===== src/rtl/arre_pkg.sv =====
// Package with the shared constants of the attack/release ramp envelope.
`default_nettype none

package arre_pkg;

	// Width of the configuration register index.
	localparam int unsigned REG_IDX_BITS = 2;

	// Configuration register indexes.
	localparam logic [REG_IDX_BITS-1:0] REG_TOP_GAIN        = 2'd0;
	localparam logic [REG_IDX_BITS-1:0] REG_ATTACK_SAMPLES  = 2'd1;
	localparam logic [REG_IDX_BITS-1:0] REG_RELEASE_SAMPLES = 2'd2;

	// Envelope phase codes.
	localparam logic [1:0] PH_IDLE    = 2'd0;
	localparam logic [1:0] PH_ATTACK  = 2'd1;
	localparam logic [1:0] PH_RELEASE = 2'd2;

endpackage

`default_nettype wire


===== src/rtl/arre_if.sv =====
// Channel interfaces of the attack/release ramp envelope: trigger, level and configuration.
`default_nettype none

interface arre_in_if;
	logic valid;
	logic ready;
	logic trigger;

	modport source (output valid, output trigger, input ready);
	modport sink (input valid, input trigger, output ready);
endinterface

interface arre_out_if #(
	parameter int unsigned LEVEL_BITS = 16
);
	logic                  valid;
	logic                  ready;
	logic [LEVEL_BITS-1:0] level;
	logic                  active;

	modport source (output valid, output level, output active, input ready);
	modport sink (input valid, input level, input active, output ready);
endinterface

interface arre_cfg_if #(
	parameter int unsigned DATA_BITS = 20
);
	logic                              valid;
	logic                              ready;
	logic [arre_pkg::REG_IDX_BITS-1:0] index;
	logic [DATA_BITS-1:0]              data;

	modport source (output valid, output index, output data, input ready);
	modport sink (input valid, input index, input data, output ready);
endinterface

`default_nettype wire


===== src/rtl/attack_release_ramp_envelope.sv =====
// Top level of the linear attack/release ramp envelope generator.
`default_nettype none

// One transaction on in_chan is one sample tick and yields exactly one transaction on
// out_chan. While idle the level is zero; a trigger starts a linear rise to top_gain over
// attack_samples ticks, followed by a linear fall to zero over release_samples ticks; during
// both ramps further triggers are ignored. A tick inside a ramp needs a quotient
// top_gain*count/length, which is formed by a multiply step and then a shared restoring
// subtract-and-shift divider, so such a tick keeps the input not ready until the quotient
// has been moved into the output register. Idle ticks and the ticks that end a phase skip
// the divider. A finished result sits in an output register, so the next tick is
// accepted while it waits to be taken. Configuration writes are always accepted
// and must only be made while no tick is in flight; cfg_chan.data is the width of the wider
// of the two register kinds and each register keeps its low bits.
module attack_release_ramp_envelope #(
	parameter int unsigned COUNT_BITS = 20,
	parameter int unsigned LEVEL_BITS = 16
) (
	input wire logic   clk,
	input wire logic   arst_n,
	arre_in_if.sink    in_chan,
	arre_out_if.source out_chan,
	arre_cfg_if.sink   cfg_chan
);

	localparam int unsigned PROD_BITS = COUNT_BITS + LEVEL_BITS;
	localparam int unsigned STEP_BITS = $clog2(LEVEL_BITS);

	// Sequencer states.
	localparam logic [1:0] ST_IDLE = 2'd0;
	localparam logic [1:0] ST_MUL  = 2'd1;
	localparam logic [1:0] ST_DIV  = 2'd2;
	localparam logic [1:0] ST_DONE = 2'd3;

	// Configuration registers.
	logic [LEVEL_BITS-1:0] top_gain_q;
	logic [COUNT_BITS-1:0] attack_samples_q;
	logic [COUNT_BITS-1:0] release_samples_q;

	// Envelope state.
	logic [1:0]            phase_q;
	logic [COUNT_BITS-1:0] step_count_q;

	// Sequencer and divider registers.
	logic [1:0]            state_q;
	logic [STEP_BITS-1:0]  step_q;
	logic [COUNT_BITS-1:0] divisor_q;
	logic [COUNT_BITS-1:0] rem_q;
	logic [LEVEL_BITS-1:0] quot_q;
	logic                  from_gain_q;
	logic                  active_q;

	// Output register.
	logic                  out_valid_q;
	logic [LEVEL_BITS-1:0] out_level_q;
	logic                  out_active_q;

	logic                  in_fire;
	logic                  cfg_fire;
	logic                  out_free;
	logic [PROD_BITS-1:0]  product;
	logic [COUNT_BITS:0]   trial;
	logic [COUNT_BITS:0]   diff;
	logic [LEVEL_BITS-1:0] final_level;

	// Tick decision made at acceptance.
	logic [1:0]            next_phase;
	logic [COUNT_BITS-1:0] next_count;
	logic                  need_div;
	logic                  next_from_gain;
	logic [LEVEL_BITS-1:0] fast_level;
	logic [COUNT_BITS-1:0] next_divisor;

	assign in_fire  = in_chan.valid && in_chan.ready;
	assign cfg_fire = cfg_chan.valid && cfg_chan.ready;
	assign out_free = !out_valid_q || out_chan.ready;

	assign in_chan.ready  = (state_q == ST_IDLE);
	assign cfg_chan.ready = 1'b1;

	assign out_chan.valid  = out_valid_q;
	assign out_chan.level  = out_level_q;
	assign out_chan.active = out_active_q;

	// Phase transition and operand selection for the tick being accepted.
	always_comb begin
		next_phase     = phase_q;
		next_count     = step_count_q;
		need_div       = 1'b0;
		next_from_gain = 1'b0;
		fast_level     = '0;
		next_divisor   = attack_samples_q;
		unique case (phase_q)
			arre_pkg::PH_ATTACK: begin
				if (step_count_q >= attack_samples_q) begin
					next_phase = arre_pkg::PH_RELEASE;
					next_count = '0;
					fast_level = top_gain_q;
				end else begin
					next_count = step_count_q + COUNT_BITS'(1);
					need_div   = 1'b1;
				end
			end
			arre_pkg::PH_RELEASE: begin
				next_divisor = release_samples_q;
				if (step_count_q >= release_samples_q) begin
					next_phase = arre_pkg::PH_IDLE;
					next_count = '0;
				end else begin
					next_count     = step_count_q + COUNT_BITS'(1);
					need_div       = 1'b1;
					next_from_gain = 1'b1;
				end
			end
			default: begin
				if (in_chan.trigger) begin
					next_phase = arre_pkg::PH_ATTACK;
					next_count = '0;
				end else begin
					next_phase = arre_pkg::PH_IDLE;
				end
			end
		endcase
	end

	// Gain times count, registered before the divider starts.
	assign product = PROD_BITS'(top_gain_q) * PROD_BITS'(step_count_q);

	// One restoring division step: shift in the next dividend bit and try a subtract.
	assign trial = {rem_q, quot_q[LEVEL_BITS-1]};
	assign diff  = trial - {1'b0, divisor_q};

	// Release levels count down from the peak.
	assign final_level = from_gain_q ? (top_gain_q - quot_q) : quot_q;

	// Configuration registers.
	always_ff @(posedge clk or negedge arst_n) begin
		if (!arst_n) begin
			top_gain_q        <= LEVEL_BITS'(65535);
			attack_samples_q  <= COUNT_BITS'(24000);
			release_samples_q <= COUNT_BITS'(24000);
		end else if (cfg_fire) begin
			unique case (cfg_chan.index)
				arre_pkg::REG_TOP_GAIN:        top_gain_q <= cfg_chan.data[LEVEL_BITS-1:0];
				arre_pkg::REG_ATTACK_SAMPLES:  attack_samples_q <= cfg_chan.data[COUNT_BITS-1:0];
				arre_pkg::REG_RELEASE_SAMPLES: release_samples_q <= cfg_chan.data[COUNT_BITS-1:0];
				default: ;
			endcase
		end
	end

	// Sequencer and envelope state.
	always_ff @(posedge clk or negedge arst_n) begin
		if (!arst_n) begin
			state_q      <= ST_IDLE;
			phase_q      <= arre_pkg::PH_IDLE;
			step_count_q <= '0;
		end else begin
			unique case (state_q)
				ST_IDLE: begin
					if (in_fire) begin
						phase_q      <= next_phase;
						step_count_q <= next_count;
						state_q      <= need_div ? ST_MUL : ST_DONE;
					end
				end
				ST_MUL: begin
					state_q <= ST_DIV;
				end
				ST_DIV: begin
					if (step_q == '0) begin
						state_q <= ST_DONE;
					end
				end
				default: begin
					if (out_free) begin
						state_q <= ST_IDLE;
					end
				end
			endcase
		end
	end

	// Output valid: set when a result is loaded, held until the transaction completes.
	always_ff @(posedge clk or negedge arst_n) begin
		if (!arst_n) begin
			out_valid_q <= 1'b0;
		end else begin
			out_valid_q <= ((state_q == ST_DONE) && out_free) || (out_valid_q && !out_chan.ready);
		end
	end

	// Divider datapath and result registers.
	always_ff @(posedge clk) begin
		unique case (state_q)
			ST_IDLE: begin
				if (in_fire) begin
					divisor_q   <= next_divisor;
					from_gain_q <= next_from_gain;
					quot_q      <= fast_level;
					active_q    <= (next_phase != arre_pkg::PH_IDLE);
				end
			end
			ST_MUL: begin
				rem_q  <= product[PROD_BITS-1:LEVEL_BITS];
				quot_q <= product[LEVEL_BITS-1:0];
				step_q <= STEP_BITS'(LEVEL_BITS - 1);
			end
			ST_DIV: begin
				step_q <= step_q - STEP_BITS'(1);
				if (!diff[COUNT_BITS]) begin
					rem_q  <= diff[COUNT_BITS-1:0];
					quot_q <= {quot_q[LEVEL_BITS-2:0], 1'b1};
				end else begin
					rem_q  <= trial[COUNT_BITS-1:0];
					quot_q <= {quot_q[LEVEL_BITS-2:0], 1'b0};
				end
			end
			default: begin
				if (out_free) begin
					out_level_q  <= final_level;
					out_active_q <= active_q;
				end
			end
		endcase
	end

endmodule

`default_nettype wire

===== src/flat_wrapper.sv =====
// flat-port wrapper written by rule: the top's interface ports become plain ports
module attack_release_ramp_envelope_flat 
#(
	parameter int unsigned COUNT_BITS = 20,
	parameter int unsigned LEVEL_BITS = 16
)
  (clk, arst_n, in_chan_valid, in_chan_trigger, in_chan_ready, out_chan_valid, out_chan_level, out_chan_active, out_chan_ready, cfg_chan_valid, cfg_chan_index, cfg_chan_data, cfg_chan_ready);
  arre_in_if in_chan_i ();
  arre_out_if #(.LEVEL_BITS(LEVEL_BITS)) out_chan_i ();
  arre_cfg_if cfg_chan_i ();
  input wire logic clk;
  input wire logic arst_n;
  input wire logic [$bits(in_chan_i.valid)-1:0] in_chan_valid;
  input wire logic [$bits(in_chan_i.trigger)-1:0] in_chan_trigger;
  output wire logic [$bits(in_chan_i.ready)-1:0] in_chan_ready;
  output wire logic [$bits(out_chan_i.valid)-1:0] out_chan_valid;
  output wire logic [$bits(out_chan_i.level)-1:0] out_chan_level;
  output wire logic [$bits(out_chan_i.active)-1:0] out_chan_active;
  input wire logic [$bits(out_chan_i.ready)-1:0] out_chan_ready;
  input wire logic [$bits(cfg_chan_i.valid)-1:0] cfg_chan_valid;
  input wire logic [$bits(cfg_chan_i.index)-1:0] cfg_chan_index;
  input wire logic [$bits(cfg_chan_i.data)-1:0] cfg_chan_data;
  output wire logic [$bits(cfg_chan_i.ready)-1:0] cfg_chan_ready;
  assign in_chan_i.valid = in_chan_valid;
  assign in_chan_i.trigger = in_chan_trigger;
  assign in_chan_ready = in_chan_i.ready;
  assign out_chan_valid = out_chan_i.valid;
  assign out_chan_level = out_chan_i.level;
  assign out_chan_active = out_chan_i.active;
  assign out_chan_i.ready = out_chan_ready;
  assign cfg_chan_i.valid = cfg_chan_valid;
  assign cfg_chan_i.index = cfg_chan_index;
  assign cfg_chan_i.data = cfg_chan_data;
  assign cfg_chan_ready = cfg_chan_i.ready;
  attack_release_ramp_envelope #(.COUNT_BITS(COUNT_BITS), .LEVEL_BITS(LEVEL_BITS)) u_core (.clk(clk), .arst_n(arst_n), .in_chan(in_chan_i), .out_chan(out_chan_i), .cfg_chan(cfg_chan_i));
endmodule

===== config.mk =====
export PLATFORM = sky130hd
export DESIGN_NAME = attack_release_ramp_envelope_flat
export DESIGN_NICKNAME = d
export VERILOG_FILES = /design/src/rtl/arre_pkg.sv /design/src/rtl/arre_if.sv /design/src/rtl/attack_release_ramp_envelope.sv /design/src/flat_wrapper.sv
export SDC_FILE = /design/constraint.sdc
export NUM_CORES = 1
export LEC_CHECK = 0
export ABC_AREA = 1
export BUFFER_PORTS_ARGS = -buffer_cell sky130_fd_sc_hd__buf_2
export CORE_MARGIN = 1
export CORE_UTILIZATION = 55
export CTS_BUF_LIST = sky130_fd_sc_hd__clkbuf_8
export CTS_CLUSTER_DIAMETER = 50
export CTS_CLUSTER_SIZE = 10
export DETAILED_ROUTE_END_ITERATION = 16
export GPL_TIMING_DRIVEN = 1
export PLACE_DENSITY = 0.76
export SLEW_MARGIN = 0
export SYNTH_ARGS = -nofsm -noshare
export SYNTH_HDL_FRONTEND = slang
export SYNTH_SLANG_ARGS = --single-unit

===== constraint.sdc =====
create_clock -name clk -period 7.3 [get_ports clk]
set_input_delay 0.73 -clock clk [delete_from_list [all_inputs] [get_ports clk]]
set_output_delay 0.73 -clock clk [all_outputs]
set_load 0.05 [all_outputs]

# Word level (Yosys, flattened, before mapping)
# Cells that the tools add are included.
# classes
addsub	4
mul	1
n_lt_le_gt_ge	2
n_eq_ne	9
n_mux	26
n_bitwise	1
reduce_logical	24
# ops
op	n
$mux 20	5
$pmux 20 s2	2
$mux 16	4
$pmux 16 s3	1
$ge 20x20->1	2
$mul 16x20->36	1
$sub 21x20->21	1
$add 20x1->20 const B	1
$sub 16x16->16	1
$mux 2	6
$reduce_and 2->1	6
$eq 2x2->1 const B	4
$pmux 4 s2	1
$eq 2x1->1 const B	3
$pmux 2 s3	1
$reduce_and 3->1	2
$reduce_bool 3->1	2
$logic_not 2->1	2
$logic_not 4->1	1
$mux 1	4
$pmux 2 s2	1
$reduce_bool 2->1	2
$reduce_bool 4->1	1
$sub 4x1->4 const B	1
other kinds (8)	12
# word_totals
regBits	160

# Depth between registers and ports, before layout
# Gate-level depths: netlist of the first run.
# logic_depth
word_depth	6
ltp_mapped	27
ltp_nobuf	26

# Worst setup path after synthesis of the first run
# No wires, ideal clock.
# synth_path
path_type	register to register
from	register u_core.step_count_q[4]
to	register u_core.rem_q[10], data pin
setup_time_ns	0.253
t_arrival_ns	5.562
path_slack_ns	1.485
stages_incl_launch_ff	24
synth_period_minus_slack_ns	5.815
cell_sequence	dfrtp_1 buf_2 clkbuf_1 nand2_1 fa_1 inv_1 fa_1 fa_1 fa_1 fa_1 inv_1 fa_1 inv_1 ha_1 nand2_1 nor2_1 inv_1 nor3_1 nand2_1 nand2_1 a21oi_1 or2_1 nand3_1 nand2_1
# synth_between
elab_chain_cells	2
# synth_rtl
item	line	rtl
start, declared	attack_release_ramp_envelope.sv:42	logic [COUNT_BITS-1:0] step_count_q;
start signal, assigned	attack_release_ramp_envelope.sv:163	step_count_q <= next_count;
$mul 16x20->36	attack_release_ramp_envelope.sv:127	assign product = PROD_BITS'(top_gain_q) * PROD_BITS'(step_count_q);
$pmux 20 s2	attack_release_ramp_envelope.sv:195	unique case (state_q)
end signal, assigned	attack_release_ramp_envelope.sv:205	rem_q <= product[PROD_BITS-1:LEVEL_BITS];
end signal, assigned	attack_release_ramp_envelope.sv:212	rem_q <= diff[COUNT_BITS-1:0];
end signal, assigned	attack_release_ramp_envelope.sv:215	rem_q <= trial[COUNT_BITS-1:0];
end, declared	attack_release_ramp_envelope.sv:48	logic [COUNT_BITS-1:0] rem_q;
# Every way passes these cells.
# A chain may end at the register's enable or synchronous reset.

# Worst setup path in the final report of the first run
# layout_path
from	register u_core.step_count_q[8]
to	register u_core.rem_q[5], data pin
# The elaborated chain is that of the path after synthesis.

==> flow_summary.toml, run 1 <==
[synth]
syn_area_per_cell_um2 = 7.76
synth_ff_type = "edfxtp_1"
yosys_warnings = 0
synthSimpleGateAreaFrac_pct = 21.3
synthAdderAreaFrac_pct = 35.2
syn_nets = 3194
yosys.area.top_type = "fa_1"
ys_ff_latch = 160
synth_top_area_share_pct = 23.9
synth_area_um2 = 21100
synth_area_leaders = "fa_1 (24%), nand2_1 (14%), ha_1 (11%)"
synth_compound_area_share_pct = 8.00
synth_edf_count = 79
synth_top_family_by_area = "adder cells"
synthXorXnorAreaFrac_pct = 1.37
ys_seq_area_share_pct = 21.0
synthArstFlopShare_pct = 50.6
syn-instance-count = 2723
ys_types = 55
muxShareOfSynthArea_pct = 0

[timing]
min_period_over_period_pct = 91.7
fin_worst_skew_ns = 0.0160
hold_violations = 0
rsz0062_at_grt = "false"
period_needed_ns = 6.70
worst_pin_slew_ns = 1.22
fmax_mhz = 149
slew_violations = 0
slew_headroom_pct = 18.6
setup_tns_ns = 0
setup_viol = 0

[global_routing]
grt-ovfl-total = 0
grt_pass1_wl_um = 93600
first_global_vias = 17900
grt_max_degree = 82
grt_util_all_layers_pct = 31.2
antenna_found_initial = 1

[clock_network]
clkTransAtPathRegs_ns = 0.10
post_cts_buffers = 0
hold_buffers = 0
cts_resized = 0
worstSkewPairLatency_ns = 0.49
clock-root-buffer = "clkbuf_8"
clockBufferDepth = 2
cts_num_sinks = 160
cts_tree = "done"
cts_made_buffers = 17
h-tree-depth = 4

[die]
ioPinCount = 48
dieWidth_um = 198
die_y_um = 198
core_um2 = 37800
row_count = 71
dieArea_um2 = 39200
start_util_pct = 56.0

[pwr]
power_w = 0.00584
p_per_area_nw_per_um2 = 264
p_leak_nw = 12.2
vdd_ir_drop_max_mv = 0.233

[placed_design]
dp_hpwl_um = 46500
place.gp.congestion = 0.987
io_buffers = 46
postPlaceCellArea_um2 = 21700

[layout]
fin_util_pct = 58.6
area_growth_pct = 4.73
nets = 3180
insertedDiodeCount = 0
drive_above_1_share_pct = 7.64
fin_area_um2 = 22100

[worst_setup_path]
worstPathRequired_ns = 7.54
crit_fanout = 20
endpoint_kind = "flip-flop"
criticalPathCategory = "flip-flop to flip-flop"
startpoint_type = "flip-flop"
arrival_ns = 6.93

[drt]
drtPass1Iterations = 6
drt-total-wl_um = 58300
viasPerCell = 5.49
wire_per_inst_um = 18.0
drt_iter0_drc = 1509
ant_nets = 0
route.detailed.drc = 0
vias = 17700

[min_path]
hold_path_class = "input port to asynchronous set/reset pin"

[outcome]
status = "finished, final reports clean"

[run]
max_cap_viol_count = 0
==> Yosys cell counts, drive strengths merged (5+ instances only) <==
| cell type | n |
|---|---|
| fa | 252 |
| edfxtp | 79 |
| nand2 | 795 |
| dfrtp | 51 |
| a32o | 7 |
| o21ai | 145 |
| inv | 610 |
| nor4 | 6 |
| xnor2 | 21 |
| a21oi | 111 |
| clkbuf | 72 |
| o21bai | 6 |
| or2 | 8 |
| o21a | 5 |
| ha | 191 |
| a21o | 13 |
| nor3 | 17 |
| nand4 | 10 |
| o22ai | 12 |
| xor2 | 12 |
| nor2 | 102 |
| dfstp | 30 |
| nand3b | 8 |
| buf | 35 |
| nand3 | 111 |
==> flip-flops by register name, indices dropped and copies added (netlist names), 2 cells and up <==
register                  count
u_core.state_q                2
u_core.rem_q                 20
u_core.quot_q                16
u_core.out_chan.level        16
u_core.step_q                 4
u_core.top_gain_q            16
u_core.phase_q                2
u_core.divisor_q             20
u_core.release_samples_q     20
u_core.attack_samples_q      20
u_core.step_count_q          20
==> cell families (layout without fill, tap and decap cells) <==
group	Yosys count	count (layout)
compound gates	307	307
xor+xnor	33	33
fa+ha+maj	443	443
buf+inv	718	717
flops	160	160
other cells	1	1
simple gates	1061	1061
==> metrics by stage <==
stage,hold WS (ns),instances,worst slack [ns]
after CTS,0.420,3233,0.698
after global placement,0.434,3201,0.815
final,0.403,3233,0.603
after floorplan,0.400,2723,1.48
after global routing,0.460,3233,0.431
after detailed placement,0.438,3201,0.732
==> critical path, cell delays in order, from the launching register on <==
cell      delay [ns]
dfrtp_1         0.99
nand2_1         0.18
fa_1            0.58
inv_1           0.05
fa_1            0.49
fa_1            0.54
fa_1            0.53
fa_1            0.55
inv_1           0.06
fa_1            0.60
inv_1           0.07
ha_1            0.36
a21oi_1         0.32
o21ai_0         0.23
a21o_1          0.21
o21bai_1        0.16
or2_2           0.28
nand3_1         0.15
nand2_1         0.08
==> final timing paths <==
path / cells after the start / endpoint / start / slack, ns
worst max-delay path: 18 / u_core.rem_q[5] / u_core.step_count_q[8] / 0.60
worst min-delay path: 1 / u_core.attack_samples_q[4] / arst_n / 0.40
worst max register to register: 18 / u_core.rem_q[5] / u_core.step_count_q[8] / 0.60
worst min register to register: 0 / u_core.out_chan.active / u_core.active_q / 0.47
max in group asynchronous: 1 / u_core.step_count_q[3] / arst_n / 6.24
min in group clk: 0 / u_core.out_chan.active / u_core.active_q / 0.47
==> area by class of cell <==
type | instances | area (um^2)
clock inverter | 14 | 151
clock buffer | 18 | 248
sequential | 160 | 4440
multi-input combinational | 1845 | 13900
tap | 511 | 639
fill | 3353 | 15600
timing repair buffer | 74 | 443
inverter | 611 | 2290
==> report_power, final <==
group	internal, W	switching [W]
Combinational	0.00116	0.00232
Sequential	0.00133	0.000345
Clock	0.000319	0.000368
==> layout by cell type, fill, tap and decap left out, types with 12 or more instances in the layout <==
cell type    n
inv_1      607
a21o_1      13
nor2_1      96
buf_2       45
xnor2_1     21
dfrtp_1     51
clkbuf_8    18
dfstp_2     30
nand3_2     13
fa_1       252
buf_4       29
nand3_1     95
o21ai_0    136
ha_1       191
o22ai_1     12
nor3_1      14
a21oi_1    107
edfxtp_1    79
nand2_2     28
nand2_1    765
xor2_1      12
==> per-layer routing <==
layer | part of all wire [%] | vias up | GRT usage (%)
met3 | 9.3 | 172 | 5.96
met1 | 40 | 8480 | 41.1
met4 | 4.4 | 2 | 13.0
met2 | 46 | 814 | 50.5
li1 | - | 8267 | -
met5 | 0.017 | - | 0
(Power assumes the default switching activity.)
==> run 2, diff against run 1 <==
--- a/config.mk
+++ b/config.mk
@@ -8,13 +8,13 @@
 export ABC_AREA = 1
 export BUFFER_PORTS_ARGS = -buffer_cell sky130_fd_sc_hd__buf_2
 export CORE_MARGIN = 1
-export CORE_UTILIZATION = 55
+export CORE_UTILIZATION = 30
 export CTS_BUF_LIST = sky130_fd_sc_hd__clkbuf_8
 export CTS_CLUSTER_DIAMETER = 50
 export CTS_CLUSTER_SIZE = 10
 export DETAILED_ROUTE_END_ITERATION = 16
 export GPL_TIMING_DRIVEN = 1
-export PLACE_DENSITY = 0.76
+export PLACE_DENSITY = 0.49
 export SLEW_MARGIN = 0
 export SYNTH_ARGS = -nofsm -noshare
 export SYNTH_HDL_FRONTEND = slang
==> flow_summary.toml, run 2 (synthesis gave the netlist of run 1 again) <==
[die]
row_count = 96
die_y_um = 267
dieWidth_um = 267
ioPinCount = 48
dieArea_um2 = 71500
core_um2 = 69200
start_util_pct = 30.5

[drt]
vias = 17200
drtPass1Iterations = 5
drt-total-wl_um = 65500
wire_per_inst_um = 17.9
viasPerCell = 4.68
drt_iter0_drc = 1193
ant_nets = 0
route.detailed.drc = 0

[global_routing]
use_met3_pct = 1.90
grt_util_all_layers_pct = 19.1
grt_pass1_wl_um = 104000
antenna_found_initial = 0
top_usage_layer = "met2"
first_global_vias = 18200
grt_max_degree = 76
grt_use_met1_pct = 26.4
use_met2_pct = 32.0
grt-ovfl-total = 0

[clock_network]
cts_resized = 0
h-tree-depth = 4
clkTransAtPathRegs_ns = 0.10
cts_made_buffers = 17
worstSkewPairLatency_ns = 0.50
clock-root-buffer = "clkbuf_8"
post_cts_buffers = 0
cts_num_sinks = 160
clockBufferDepth = 2
cts_tree = "done"
hold_buffers = 1

[layout]
seq_area_um2 = 4440
drive_above_1_share_pct = 8.12
final_common_cell = "nand2_1"
nets = 3192
fillers = 7403
fin_area_um2 = 22700
insertedDiodeCount = 0
area_growth_pct = 7.62
final_cell_mix = "nand2_1 (765), inv_1 (605), fa_1 (252), ha_1 (191), o21ai_0 (136)"
multi_input_area_um2 = 13900

[timing]
setup_viol = 0
slew_headroom_pct = 24.6
min_period_over_period_pct = 89.1
rsz0062_at_grt = "false"
fmax_mhz = 154
period_needed_ns = 6.51
fin_worst_skew_ns = 0.0237
setup_tns_ns = 0
hold_violations = 0
worst_pin_slew_ns = 1.13
slew_violations = 0

[placed_design]
io_buffers = 46
place.gp.congestion = 0.913
dp_hpwl_um = 53000
postPlaceCellArea_um2 = 22300

[pwr]
p_leak_nw = 12.2
p_per_area_nw_per_um2 = 261
vdd_ir_drop_max_mv = 0.187

[outcome]
status = "finished, final reports clean"

[worst_setup_path]
startpoint_type = "flip-flop"
endpoint_kind = "flip-flop"
criticalPathCategory = "flip-flop to flip-flop"
worstPathRequired_ns = 7.54
crit_fanout = 21
arrival_ns = 6.75

[run]
max_cap_viol_count = 0

[min_path]
hold_path_class = "flip-flop to flip-flop"
[run 2: changes by cell type in the layout (fill, tap and decap cells not counted)]
cell           change
inv_8              +2
nor2_1             -1
clkinv_2           +1
nor2_2             +1
clkinvlp_4         +3
dlygate4sd3_1      +1
bufinv_16          -1
inv_1              -2
clkinv_4           -1
inv_4              -2
buf_4             +11
[run 2: per-stage QoR]
| step | hold slack (ns) | cells | utilization, % | total power [W] | worst slack (ns) |
|---|---|---|---|---|---|
| final | 0.448 | 3665 | 32.9 | 0.00593 | 0.793 |
| after global routing | 0.463 | 3665 | 32.9 | 0.00649 | 0.470 |
| after CTS | 0.453 | 3665 | 32.9 | 0.00597 | 0.780 |
| after detailed placement | 0.414 | 3632 | 32.3 | 0.00526 | 0.801 |
| after global placement | 0.411 | 3632 | 32.3 | 0.00522 | 0.767 |
| after floorplan | 0.400 | 2723 | - | 0.00419 | 1.48 |
[run 2: final timing paths]
| check | slack (ns) | end | from | depth (start not counted) |
|---|---|---|---|---|
| max | 0.79 | u_core.rem_q[1] | u_core.step_count_q[6] | 18 |
| min | 0.45 | u_core.out_chan.active | u_core.active_q | 0 |
| max reg2reg | 0.79 | u_core.rem_q[1] | u_core.step_count_q[6] | 18 |
| min reg2reg | 0.45 | u_core.out_chan.active | u_core.active_q | 0 |
| max in group asynchronous | 5.50 | u_core.step_count_q[12] | arst_n | 3 |
| min in group asynchronous | 0.58 | u_core.phase_q[0] | arst_n | 2 |
[run 2: worst max-delay path, stage by stage (launching register included)]
cell and delay, ns:
dfrtp_1 1.04, nand2_1 0.16, fa_1 0.52, inv_1 0.05, fa_1 0.47, fa_1 0.52
fa_1 0.52, fa_1 0.55, inv_1 0.05, fa_1 0.53, inv_1 0.05, ha_1 0.36
a21oi_1 0.21, o21ai_0 0.21, a21oi_1 0.16, nand2_1 0.19, or2_2 0.33, nand3_1 0.22
nand2_1 0.08
[run 2: final cells by class]
cell class                 instances  share of cell area [%]
tap                              931                    5.12
clock inverter                    14                   0.627
multi-input combinational       1845                    61.2
inverter                         611                    10.1
timing repair buffer              86                    2.35
sequential                       160                    19.5
clock buffer                      18                    1.09
[run 2: where the power goes]
part / switching (W) / total, W / leakage (nW) / internal [W]
registers: 0.000340 / 0.00167 / 1.75 / 0.00133
clock network: 0.000402 / 0.000692 / 0.194 / 0.000290
logic: 0.00240 / 0.00357 / 10.3 / 0.00117
total: 0.00314 / 0.00593 / 12.2 / 0.00279
[run 2: routing by layer]
metal,share of wire (%),vias to the layer above
met1,47,8440
li1,-,8265
met3,4.3,64
met2,47,387
met5,0,-
met4,2.0,0
